## src/rtl/hkr_pkg.sv

```systemverilog
package hkr_pkg;

    // Sizes of the descriptor and the train store.
    localparam int DESC_WORDS = 4;
    localparam int TRAIN_MAX  = 1024;
    localparam int WORD_W     = 64;

    // The Hamming unit consumes one digit of the XOR word per cycle.
    localparam int DIGIT_W = 8;
    localparam int DIGITS  = WORD_W / DIGIT_W;
    localparam int DCNT_W  = $clog2(DIGITS + 1);
    localparam int PC_W    = $clog2(DIGIT_W + 1);

    localparam int DIST_W  = $clog2(DESC_WORDS * WORD_W + 1);
    localparam int DISTV_W = (DIST_W > 10) ? DIST_W : 10;

    localparam int ROW_W     = $clog2(TRAIN_MAX);
    localparam int ROWS_W    = $clog2(TRAIN_MAX + 1);
    localparam int MEM_DEPTH = TRAIN_MAX * DESC_WORDS;
    localparam int ADDR_W    = $clog2(MEM_DEPTH);
    localparam int WPOS_W    = (DESC_WORDS > 1) ? $clog2(DESC_WORDS) : 1;

    localparam int THR_W      = 9;
    localparam int PROD_W     = DISTV_W + THR_W;
    localparam int CMD_W      = 2;
    localparam int QIDX_W     = 16;
    localparam int OUT_DIST_W = 10;
    localparam int OUT_ROW_W  = 10;

    localparam logic [WPOS_W-1:0]  WPOS_LAST = WPOS_W'(DESC_WORDS - 1);
    localparam logic [DISTV_W-1:0] NO_DIST   = DISTV_W'(1000);
    localparam logic [THR_W-1:0]   THR_RESET = THR_W'(179);
    localparam logic [ROWS_W-1:0]  ROWS_FULL = ROWS_W'(TRAIN_MAX);

    // Command codes.
    localparam logic [CMD_W-1:0] CMD_TRAIN = 2'd0;
    localparam logic [CMD_W-1:0] CMD_QUERY = 2'd1;
    localparam logic [CMD_W-1:0] CMD_CLEAR = 2'd2;

    typedef enum logic [2:0] {
        ST_IDLE,
        ST_READ,
        ST_LOAD,
        ST_SHIFT,
        ST_RANK,
        ST_MUL,
        ST_REPORT
    } state_t;

    typedef struct packed {
        logic load;
        logic clear;
    } pop_ctrl_t;

    typedef struct packed {
        logic              busy;
        logic [DIST_W-1:0] ones_total;
    } pop_stat_t;

endpackage

```

## src/rtl/hkr_popser.sv

```systemverilog
module hkr_popser
    import hkr_pkg::*;
(
    input  logic              clk,
    input  logic              rst_n,
    input  pop_ctrl_t         ctrl,
    input  logic [WORD_W-1:0] word_in,
    output pop_stat_t         stat
);

    logic [DCNT_W-1:0] cnt_reg;
    logic [DCNT_W-1:0] cnt_next;
    logic [DIST_W-1:0] acc_reg;
    logic [DIST_W-1:0] acc_next;
    logic [WORD_W-1:0] shift_reg;
    logic [WORD_W-1:0] shift_next;

    function automatic logic [PC_W-1:0] digit_ones(input logic [DIGIT_W-1:0] d);
        logic [PC_W-1:0] n;
        n = '0;
        for (int i = 0; i < DIGIT_W; i++) begin
            n = n + PC_W'(d[i]);
        end
        return n;
    endfunction

    // A load replaces the word; the accumulator keeps running across the
    // words of one row unless the load also clears it.
    always_comb
    begin
        cnt_next   = cnt_reg;
        acc_next   = acc_reg;
        shift_next = shift_reg;
        if (ctrl.load)
        begin
            shift_next = word_in;
            cnt_next   = DCNT_W'(DIGITS);
            if (ctrl.clear)
            begin
                acc_next = '0;
            end
        end
        else if (cnt_reg != '0)
        begin
            shift_next = shift_reg >> DIGIT_W;
            cnt_next   = cnt_reg - DCNT_W'(1);
            acc_next   = acc_reg + DIST_W'(digit_ones(shift_reg[DIGIT_W-1:0]));
        end
    end

    always_ff @(posedge clk or negedge rst_n)
    begin
        if (!rst_n)
        begin
            cnt_reg <= '0;
            acc_reg <= '0;
        end
        else
        begin
            cnt_reg <= cnt_next;
            acc_reg <= acc_next;
        end
    end

    always_ff @(posedge clk)
    begin
        shift_reg <= shift_next;
    end

    assign stat.busy       = (cnt_reg != '0);
    assign stat.ones_total = acc_reg;

endmodule

```

## config.mk

```make
export PLATFORM = sky130hd
export DESIGN_NAME = hkr_popser
export DESIGN_NICKNAME = d
export VERILOG_FILES = /design/src/rtl/hkr_pkg.sv /design/src/rtl/hkr_popser.sv
export SDC_FILE = /design/constraint.sdc
export NUM_CORES = 1
export LEC_CHECK = 0
export ABC_AREA = 1
export ABC_CLOCK_PERIOD_IN_PS = 3700
export BUFFER_PORTS_ARGS = -buffer_cell sky130_fd_sc_hd__buf_2
export CORE_UTILIZATION = 38
export DETAILED_ROUTE_END_ITERATION = 7
export PLACE_DENSITY = 0.69
export SLEW_MARGIN = 5
export SYNTH_ARGS = -nofsm -noshare
export SYNTH_HDL_FRONTEND = slang
export SYNTH_SLANG_ARGS = --single-unit
```

## constraint.sdc

```tcl
create_clock -name clk -period 3.7 [get_ports clk]
set_input_delay 0.555 -clock clk [delete_from_list [all_inputs] [get_ports clk]]
set_output_delay 0.555 -clock clk [all_outputs]
set_load 0.01 [all_outputs]
```

* Yosys cells after proc, flatten, opt, wreduce, memory -nomap -nowiden
Cells that the tools add are included.
** Operators by class
- $add $sub $neg :: 9
- Eq/ne operators :: 1
- Multiplexer cells :: 7
- Reductions and logical operators :: 3
** Operator list (number)
- 64-bit 2-to-1 mux :: 2
- 9-bit 2-to-1 mux :: 3
- 4-bit by 1-bit adder with 4-bit output :: 4
- 9-bit by 4-bit adder with 9-bit output :: 1
- 4-bit 2-to-1 mux :: 2
- 3-bit by 1-bit adder with 4-bit output :: 1
- 4-bit nonzero test :: 1
- 4-bit by 1-bit subtractor with 4-bit output, second input constant :: 1
- 2-bit by 1-bit adder with 3-bit output :: 1
- 1-bit by 1-bit adder with 2-bit output :: 1
- 2-bit inequality test, second input constant :: 1
- 2-bit AND reduction :: 1
- 2-bit nonzero test :: 1
** Word-level totals
- Register bits :: 77
- Output and inout port bits :: 10

* Logic depth before layout (Yosys ltp)
Gate-level depths: netlist of run 1.
- Word-level depth :: 10
- Depth in mapped cells :: 14
- Depth with buffers taken out :: 14

* Least setup slack after synthesis of run 1
OpenSTA, ideal clock, no wires.
- Path type :: register -> register
- Start :: register acc_reg[0]
- End :: register acc_reg[8]
- Arrival time :: 3137 ps
- Required time :: 3582 ps
- Setup slack :: 445 ps
- Stages on the path, launching flop included :: 13
- Path buffers :: 0
- Clock period less this slack :: 3255 ps
- Cells stage by stage :: dfrtp_1 fa_1 inv_1 fa_1 fa_1 fa_1 fa_1 inv_1 nand2_1 nand2_1 nand3_1 nand4_1 nand2_1
** On the way
- Word-level cells in the longest chain between the ends :: 3
** Ends and longest elaborated chain
- from (decl) :: RTL line hkr_popser.sv:13 : logic [DIST_W-1:0] acc_reg;
- from (signal assigned) :: RTL line hkr_popser.sv:61 : acc_reg <= acc_next;
- 9-bit by 4-bit adder with 9-bit output :: RTL line hkr_popser.sv:47 : acc_next = acc_reg + DIST_W'(digit_ones(shift_reg[DIGIT_W-1:0]));
- 9-bit 2-to-1 mux :: RTL line hkr_popser.sv:43 : else if (cnt_reg != '0)
- 9-bit 2-to-1 mux :: RTL line hkr_popser.sv:34 : if (ctrl.load)
No other way between the ends. The select of a mux whose other input is x is not followed.
A chain may end at the register's enable or synchronous reset.

* Worst setup path in the final report of run 1
Ends and elaborated chain as after synthesis.

==> reports/qor.yml, run 1 <==
ant_nets: 0
fin_crit_sh: 0.943
overflow: 0
cp_max_fo: 4
fmax_mhz: 287
fp.dieH_um: 99.9
hold_viol: 0
synth_area_um2: 3640
n_antenna_cell: 0
clkLatencyLatePin_ns: 0.35
internal-power_mw: 1.79
yosysSeqAreaShare: 0.617
synth_top_area_frac: 0.528
maxSlewViolCount: 0
syn-num-nets: 468
status: "completed"
endpoint_kind: "register"
dr_wl_met2_um: 3320
ys.flop_type: "edfxtp_1"
synth.area.mux_share: 0
postCtsHoldBufs: 0
startpoint_type: "register"
synth_top_family_by_area: "simple AND/OR/NAND/NOR gates"
die_w_um: 99.9
yosys-top-cells-area: "edfxtp_1 53%, nand2_1 22%, dfrtp_1 8.9%"
clkPwrFrac: 0.238
syn_avg_cell_area_um2: 9.38
fin_skew_ns: 0.0112
drt_iter0_drc: 133
max-slew-margin-rel: 0.567
grtUsageTotal: 0.152
synth-simple-area-share: 0.258
grt_pass1_vias: 2579
hold_path.class: "in -> async"
place_hpwl_um: 4710
power.density_nw_per_um2: 605
wl_met3_um: 446
final_nets: 544
synth_edf_count: 64
worstSetupPathType: "reg -> reg"
required_ns: 3.99
syn_inst: 388
antenna_found_initial: 0
clock-root-buffer: "clkbuf_8"
vias: 2679
h-tree-depth: 3
die-area_um2: 9970
gp_congestion: 0.821
p_switching_mw: 0.837
fin_setup_tns_ns: 0
ys_seq_elements: 77
pin_count: 78
post_cts_buffers: 0
top_layer_used: "met4"
pwr-share-comb: 0.281
cts_tree: "done"
seqPwrFrac: 0.481
worst_pin_slew_ns: 0.650
wire_per_inst_um: 11.7
drtPass1Iterations: 4
grt_max_degree: 68
synth_commonest_cells: "216 x nand2_1, 64 x edfxtp_1, 32 x inv_1"
core_area_um2: 9240
r2r_cells: 13
drt-met1-wl_um: 3160
largest_reg_flops: 64
cts_resized: 0
numCtsBuffers: 9
swShare: 0.319
ir_drop_uv: 258
layout_min_cycle_time_ns: 3.49
clock_sinks: 77
yosys.area.top_type: "edfxtp_1"
grt_pass1_wl_um: 11700
wirelength_um: 7000
rsz0062_at_grt: "no"
cp.arrival_ns: 3.78
drive_gt1_frac: 0.213
port_buffers: 77
post-place-cells: 582
finalNonFillerCells: 598
clk_transition_reported_paths_ns: 0.09
fp-row-count: 35
syn_to_final_growth_pct: 19.1
synth_compound_area_frac: 0.0107
ys_async_sr_fraction: 0.169
yosysUniqueCellTypes: 27
p_leak_nw: 2.24
setup_viol: 0
synth_warnings: 0
synth.most_common_cell: "nand2_1"
initial_utilization: 0.394
maxCapViolCount: 0
remaining_drc_errors: 0
drt-vias-per-instance: 4.48
synthXorXnorAreaFrac: 0.00963
synth_fa_ha_area_frac: 0.0516
clock_path_buffers: 2
==> routing by layer <==
layer  track usage  vias up
met2         0.249       84
met4        0.0441        0
met1         0.193     1218
li1              -     1369
met5             0        -
met3        0.0494        8
==> placed cells by master (no fill, tap or decap), types with 2 or more instances in the layout <==
cell        netlist  final
nand2_1         216    216
buf_2             5     77
edfxtp_1         64     64
inv_1            32     32
dfrtp_1          13     13
nor2_1           11     11
clkbuf_8          0      9
ha_1              7      7
fa_1              5      5
nand3_1           4      4
o21ai_1           3      3
xor2_1            3      3
clkinvlp_4        0      3
nand4_1           2      2
nor3_1            2      2
clkinv_2          0      2
buf_4             1      2
==> stage by stage <==
stage / utilization / power, mW / worst slack [ns] / hold slack (ns) / instance area [um^2]
floorplan: - / 1.80 / 0.445 / 0.259 / 3640
global placement: 0.449 / 1.96 / 0.397 / 0.461 / 4150
detailed placement: 0.449 / 2.04 / 0.240 / 0.467 / 4150
CTS: 0.469 / 2.67 / 0.221 / 0.0834 / 4340
global route: 0.469 / 2.83 / 0.0527 / 0.0886 / 4340
finish: 0.469 / 2.62 / 0.213 / 0.0843 / 4340
==> area by class of cell <==
| class | instances | area, um^2 |
|---|---|---|
| clock inverter | 7 | 66.3 |
| multi-input combinational | 263 | 1210 |
| sequential | 77 | 2250 |
| inverter | 34 | 130 |
| fill | 909 | 4900 |
| tap | 129 | 161 |
| timing repair buffer | 79 | 400 |
| clock buffer | 9 | 124 |
==> final timing paths <==
kind,to,start,slack [ns]
hold / removal,acc_reg[3],rst_n,0.08
setup reg to reg,acc_reg[8],acc_reg[0],0.21
setup / recovery,acc_reg[8],acc_reg[0],0.21
max in group asynchronous,cnt_reg[1],rst_n,3.37
hold reg to reg,shift_reg[2],shift_reg[10],0.51
min in group clk,shift_reg[57],word_in[57],0.46
==> worst max-delay path: stages (launching register included) <==
cell,delay (ns)
dfrtp_1,0.43
fa_1,0.55
inv_1,0.05
fa_1,0.50
fa_1,0.43
fa_1,0.46
fa_1,0.43
inv_1,0.09
nand2_1,0.05
nand2_1,0.11
nand2_1,0.06
nand2_1,0.07
nand4_1,0.10
nand2_1,0.10
==> power by group through the flow <==
stage	Clock (mW)	Sequential, mW	Combinational (mW)
after global placement	0	1.27	0.695
after floorplan	0	1.27	0.522
after global routing	0.679	1.28	0.863
after CTS	0.644	1.26	0.760
final	0.623	1.26	0.738
after detailed placement	0	1.28	0.757
==> kinds of logic (layout without fill, tap and decap cells) <==
logic type | Yosys count | after routing
simple gates | 240 | 240
flops | 77 | 77
buf+inv | 48 | 129
fa+ha+maj | 12 | 12
compound gates | 7 | 7
xor+xnor | 4 | 4
No activity file was read; power rests on OpenSTA's default activity.
==> run 2, diff against run 1 <==
--- a/config.mk
+++ b/config.mk
@@ -6,11 +6,11 @@
 export NUM_CORES = 1
 export LEC_CHECK = 0
 export ABC_AREA = 1
-export ABC_CLOCK_PERIOD_IN_PS = 3700
+export ABC_CLOCK_PERIOD_IN_PS = 3100
 export BUFFER_PORTS_ARGS = -buffer_cell sky130_fd_sc_hd__buf_2
 export CORE_UTILIZATION = 38
 export DETAILED_ROUTE_END_ITERATION = 7
-export PLACE_DENSITY = 0.69
+export PLACE_DENSITY = 0.71
 export SLEW_MARGIN = 5
 export SYNTH_ARGS = -nofsm -noshare
 export SYNTH_HDL_FRONTEND = slang
==> constraint.sdc (replaced) <==
create_clock -name clk -period 3.1 [get_ports clk]
set_input_delay 0.465 -clock clk [delete_from_list [all_inputs] [get_ports clk]]
set_output_delay 0.465 -clock clk [all_outputs]
set_load 0.01 [all_outputs]
==> reports/qor.yml, run 2 (synthesis results as in run 1) <==
drt-vias-per-instance: 4.45  # -0.77%
cts_tree: "done"
final_nets: 550  # +1.1%
place_area_um2: 4180  # +0.91%
setup_viol: 4  # +4
crit_chain: "fa_1 -> inv_1 -> fa_1 -> fa_1 -> fa_2 -> fa_2 -> inv_2 -> nand2_2 -> nand2_4 -> nand2_1 -> nand2_1 -> nand4_1 -> nand2_1"
p_switching_mw: 1.05  # +25%
wirelength_um: 6950  # -0.73%
required_ns: 3.39  # -0.60 ns
post-place-cells: 586  # +0.69%
startpoint_type: "register"
h-tree-depth: 3  # unchanged
syn_to_final_growth_pct: 21.3
pwr-share-comb: 0.312  # +0.031
setup_slack_ns: -0.134  # -0.347 ns
p_leak_nw: 2.26  # +1.2%
worstSetupPathType: "reg -> reg"
grt_max_degree: 68  # unchanged
mostFrequentLayoutCells: "211 x nand2_1, 77 x buf_2, 64 x edfxtp_1"
place_hpwl_um: 4610  # -2.0%
maxSlewViolCount: 0  # unchanged
fillCellCount: 871  # -4.2%
hold_viol: 0  # unchanged
final_area_um2: 4410  # +1.8%
violations: "negative setup slack"
grt_pass1_vias: 2659  # +3.1%
remaining_drc_errors: 0  # unchanged
cp_max_fo: 4  # unchanged
grtUsageTotal: 0.152  # +0.000373
core_area_um2: 9240  # unchanged
die-area_um2: 9970  # unchanged
r2r-end: "acc_reg[8]"
port_buffers: 77  # unchanged
clkLatencyLatePin_ns: 0.35  # about the same
die_w_um: 99.9  # unchanged
regToRegStartpoint: "acc_reg[0]"
gp_congestion: 0.830  # +1.1%
wire_per_inst_um: 11.5  # -1.7%
final_common_cell: "nand2_1"
crit_cells: 13  # unchanged
n_antenna_cell: 0  # unchanged
swShare: 0.331  # +0.0117
layout_min_cycle_time_ns: 3.23  # -0.253 ns
rsz0062_at_grt: "yes"
fp-row-count: 35  # unchanged
fp.dieH_um: 99.9  # unchanged
clock_path_buffers: 2  # unchanged
clkPwrFrac: 0.215  # -0.023
max_stage_delay_ns: 0.53  # -0.02 ns
clock_sinks: 77  # unchanged
cp.arrival_ns: 3.52  # -0.26 ns
fmax_mhz: 309  # +7.8%
vias: 2685  # +0.22%
drive_gt1_frac: 0.248  # +0.0352
fin_skew_ns: 0.0159  # +0.00466 ns
clk_transition_reported_paths_ns: 0.09  # about the same
worst_pin_slew_ns: 0.663  # +0.0140 ns
cp_slowest_cell: "fa_1"
r2r_cells: 13  # unchanged
rrSetupSlack_ns: -0.13  # -0.35 ns
power.density_nw_per_um2: 718  # +19%
critPathCapture: "acc_reg[8]"
cp_num_buf_inv: 2  # unchanged
drtPass1Iterations: 4  # unchanged
maxCapViolCount: 0  # unchanged
ir_drop_uv: 274  # +6.3%
ant_nets: 0  # unchanged
internal-power_mw: 2.12  # +19%
drt_iter0_drc: 83  # -38%
antenna_found_initial: 0  # unchanged
hold_path.class: "in -> reg"
status: "complete, but fails checks"
critPathTopFamily: "adder cells"
pin_count: 78  # unchanged
clock-root-buffer: "clkbuf_8"
finalNonFillerCells: 604  # +1.0%
largest_reg_flops: 64  # unchanged
endpoint_kind: "register"
numCtsBuffers: 9  # unchanged
seqPwrFrac: 0.473  # -0.008
grt_pass1_wl_um: 11900  # +2.0%
crit_start: "acc_reg[0]"
max-slew-margin-rel: 0.558  # -0.00933
fin_crit_sh: 1.04  # +0.101
overflow: 0  # unchanged
initial_utilization: 0.394  # unchanged
## run 2: worst min-delay path by stage
stage	startpoint	to	slack (ns)	cells after the start
floorplan	rst_n	acc_reg[0]	0.17	0
global placement	rst_n	acc_reg[3]	0.38	1
detailed placement	rst_n	acc_reg[3]	0.38	1
CTS	word_in[61]	shift_reg[61]	0.35	3
global route	word_in[58]	shift_reg[58]	0.36	3
finish	word_in[61]	shift_reg[61]	0.37	3
## run 2: layer usage
| metal | up-vias | GRT usage | share of wire |
|---|---|---|---|
| met5 | - | 0 | 0 |
| li1 | 1385 | - | - |
| met3 | 4 | 0.0536 | 0.079 |
| met2 | 101 | 0.240 | 0.47 |
| met4 | 0 | 0.0532 | 0.0047 |
| met1 | 1195 | 0.196 | 0.44 |
## run 2: worst register-to-register path, stage by stage, from the launching register on
cell and delay (ns):
dfrtp_1 0.40, fa_1 0.53, inv_1 0.05, fa_1 0.50, fa_1 0.46, fa_2 0.37
fa_2 0.37, inv_2 0.07, nand2_2 0.07, nand2_4 0.08, nand2_1 0.05, nand2_1 0.06
nand4_1 0.08, nand2_1 0.08
## run 2: final cells by class
class | instances | area (um^2) | area share
inverters | 34 | 130 | 0.0295
well taps | 129 | 161 | 0.0366
repair buffers | 85 | 448 | 0.101
multi-input cells | 263 | 1250 | 0.284
flip-flops and latches | 77 | 2250 | 0.509
clock buffers | 9 | 124 | 0.0281
clock inverters | 7 | 51.3 | 0.0116
## run 2: power groups by stage
stage / logic (mW) / clock network, mW / registers (mW)
finish: 0.988 / 0.680 / 1.50
floorplan: 0.645 / 0 / 1.52
global placement: 0.883 / 0 / 1.51
detailed placement: 0.935 / 0 / 1.52
CTS: 0.960 / 0.705 / 1.50
global route: 1.14 / 0.746 / 1.53
## run 2: stage by stage
stage               total power, mW  setup TNS, ns  hold slack (ns)   util  setup slack, ns
finish                         3.17         -0.280            0.370  0.478           -0.134
global route                   3.41          -1.15            0.360  0.478           -0.286
CTS                            3.17         -0.306            0.347  0.474           -0.127
detailed placement             2.46         -0.276            0.384  0.453           -0.107
global placement               2.40        -0.0322            0.376  0.453          -0.0265
floorplan                      2.17        -0.0228            0.169      -          -0.0228
## run 2: what timing repair did
action / 4_1_cts / 5_1_grt
hold buffers: 1 / 0
endpoints found under the setup margin: 4 / 7
pin swaps: 1 / 6
hold endpoints to repair: 9 / 0
resized for setup: 1 / 10
buffers inserted: 1 / 0
==> run 3, diff against run 2 <==
==> constraint.sdc (replaced) <==
create_clock -name clk -period 3.1 [get_ports clk]
set_input_delay 0.465 -clock clk [delete_from_list [all_inputs] [get_ports clk]]
set_output_delay 0.465 -clock clk [all_outputs]
set_load 0.05 [all_outputs]
==> reports/qor.yml, run 3 (synthesis results as in run 1) <==
status: "complete, but fails checks"
violations: "negative setup slack"
drive_gt1_frac: 0.239  # -0.00952
clk_transition_reported_paths_ns: 0.08  # about the same
overflow: 0  # unchanged
drt-met1-wl_um: 3200  # +3.8%
p_switching_mw: 1.13  # +8.1%
hold_path.class: "in -> async"
grt_max_degree: 68  # unchanged
clock_path_buffers: 2  # unchanged
cts_tree: "done"
top_layer_used: "met4"
place_hpwl_um: 4690  # +1.7%
numCtsBuffers: 9  # unchanged
final_common_cell: "nand2_1"
fmax_mhz: 309  # -0.10%
drtPass1Iterations: 4  # unchanged
rrSetupSlack_ns: -0.14  # about the same
ant_nets: 0  # unchanged
port_buffers: 77  # unchanged
die_w_um: 99.9  # unchanged
cp.arrival_ns: 3.53  # about the same
clock-root-buffer: "clkbuf_8"
maxSlewViolCount: 0  # unchanged
clkLatencyLatePin_ns: 0.34  # about the same
largest_reg_flops: 64  # unchanged
worstSetupPathType: "reg -> reg"
remaining_drc_errors: 0  # unchanged
worst_pin_slew_ns: 0.644  # -0.0193 ns
final_nets: 549  # -0.18%
gp_congestion: 0.827  # -0.36%
clock_sinks: 77  # unchanged
max-slew-margin-rel: 0.571  # +0.0129
antenna_found_initial: 0  # unchanged
wire_per_inst_um: 11.7  # +1.3%
fin_setup_tns_ns: -0.373  # -0.0939 ns
pwr-share-comb: 0.337  # +0.025
crit_chain: "fa_1 -> inv_1 -> fa_1 -> fa_1 -> fa_2 -> fa_2 -> inv_2 -> nand2_2 -> nand2_4 -> nand2_1 -> nand2_1 -> nand4_1 -> nand2_1"
grtUsageTotal: 0.145  # -0.00779
clkPwrFrac: 0.213  # -0.002
pin_count: 78  # unchanged
drt-vias-per-instance: 4.44  # -0.19%
required_ns: 3.39  # about the same
wl_met3_um: 394  # -28%
postCtsHoldBufs: 0  # -1
setup_slack_ns: -0.137  # -0.00339 ns
fin_skew_ns: 0.0146  # -0.00126 ns
swShare: 0.339  # +0.00781
internal-power_mw: 2.21  # +4.4%
setup_viol: 4  # unchanged
fp-row-count: 35  # unchanged
p_leak_nw: 2.27  # +0.39%
fp.dieH_um: 99.9  # unchanged
power.total_mw: 3.35  # +5.6%
rsz0062_at_grt: "yes"
core_area_um2: 9240  # unchanged
h-tree-depth: 3  # unchanged
ir_drop_uv: 378  # +38%
pre_cts_ws_ns: -0.191  # -0.0842 ns
layout_min_cycle_time_ns: 3.24  # +0.00339 ns
cp_slowest_cell: "fa_1"
grt_pass1_vias: 2495  # -6.2%
max_stage_delay_ns: 0.54  # about the same
die-area_um2: 9970  # unchanged
place_area_um2: 4180  # -0.15%
drt_iter0_drc: 103  # +24%
grt_pass1_wl_um: 11100  # -7.0%
final_area_um2: 4400  # -0.34%
initial_utilization: 0.394  # unchanged
startpoint_type: "register"
dr_wl_met2_um: 3300  # +0.52%
vias: 2671  # -0.52%
wirelength_um: 7010  # +0.95%
endpoint_kind: "register"
cp_max_fo: 4  # unchanged
seqPwrFrac: 0.450  # -0.023
hold_viol: 0  # unchanged
fin_crit_sh: 1.04  # +0.00109
n_antenna_cell: 0  # unchanged
mostFrequentLayoutCells: "213 x nand2_1, 77 x buf_2, 64 x edfxtp_1"
power.density_nw_per_um2: 760  # +6.0%
maxCapViolCount: 0  # unchanged
syn_to_final_growth_pct: 20.9
==> run 3: changes by cell type in the layout (fill, tap and decap cells not counted), sizes merged <==
| cell | previous run | this run |
|---|---|---|
| bufinv | 0 | 1 |
| clkinvlp | 3 | 0 |
| inv | 35 | 34 |
| clkbuf | 9 | 10 |
| clkinv | 3 | 4 |
| dlygate4sd3 | 1 | 0 |
==> run 3: power by group through the flow <==
stage,Sequential [mW],Clock [mW],Combinational [mW]
6_report,1.50,0.714,1.13
3_3_place_gp,1.51,0,0.984
4_1_cts,1.50,0.737,1.07
3_5_place_dp,1.53,0,1.07
2_1_floorplan,1.61,0,0.666
5_1_grt,1.53,0.768,1.25
==> run 3: per-stage QoR <==
stage	std cells	util	hold slack (ns)
after global routing	602	0.476	0.000173
after floorplan	388	-	0.169
after CTS	600	0.472	0.00296
after detailed placement	585	0.452	0.382
after global placement	585	0.452	0.366
final	602	0.476	0.000952
==> run 3: metal layers <==
metal | up-vias | global-route usage
met2 | 80 | 0.239
li1 | 1376 | -
met3 | 12 | 0.0376
met1 | 1203 | 0.179
met4 | 0 | 0.0656
met5 | - | 0
==> run 3: worst paths after layout <==
| path | cells after the start | start | endpoint |
|---|---|---|---|
| min in group clk | 3 | word_in[58] | shift_reg[58] |
| max | 13 | shift_reg[2] | acc_reg[8] |
| min | 1 | rst_n | acc_reg[8] |
| min reg2reg | 2 | shift_reg[43] | shift_reg[35] |
| max in group asynchronous | 1 | rst_n | acc_reg[0] |
| max reg2reg | 13 | shift_reg[2] | acc_reg[8] |
==> run 3: area by class of cell <==
cell class              instances  area, um^2
well taps                     129         161
clock buffers                  10         128
inverters                      34         130
multi-input cells             263        1240
flip-flops and latches         77        2250
repair buffers                 84         442
clock inverters                 5        52.6
fillers                       893        4840
==> run 3: timing repair <==
action                     in CTS  in global routing
buffers inserted                0                  2
cloned                          0                  0
setup endpoints to repair       5                  8
pin swaps                       2                  6
resized for setup               0                  7
==> run 3: worst max-delay path, delay by kind of cell, from the launching register on <==
| kind | cells | cell delay (ns) |
|---|---|---|
| and+or+nand+nor | 6 | 0.41 |
| DFF | 1 | 0.40 |
| adders and majority gates | 5 | 2.24 |
| buffers and inverters | 2 | 0.13 |
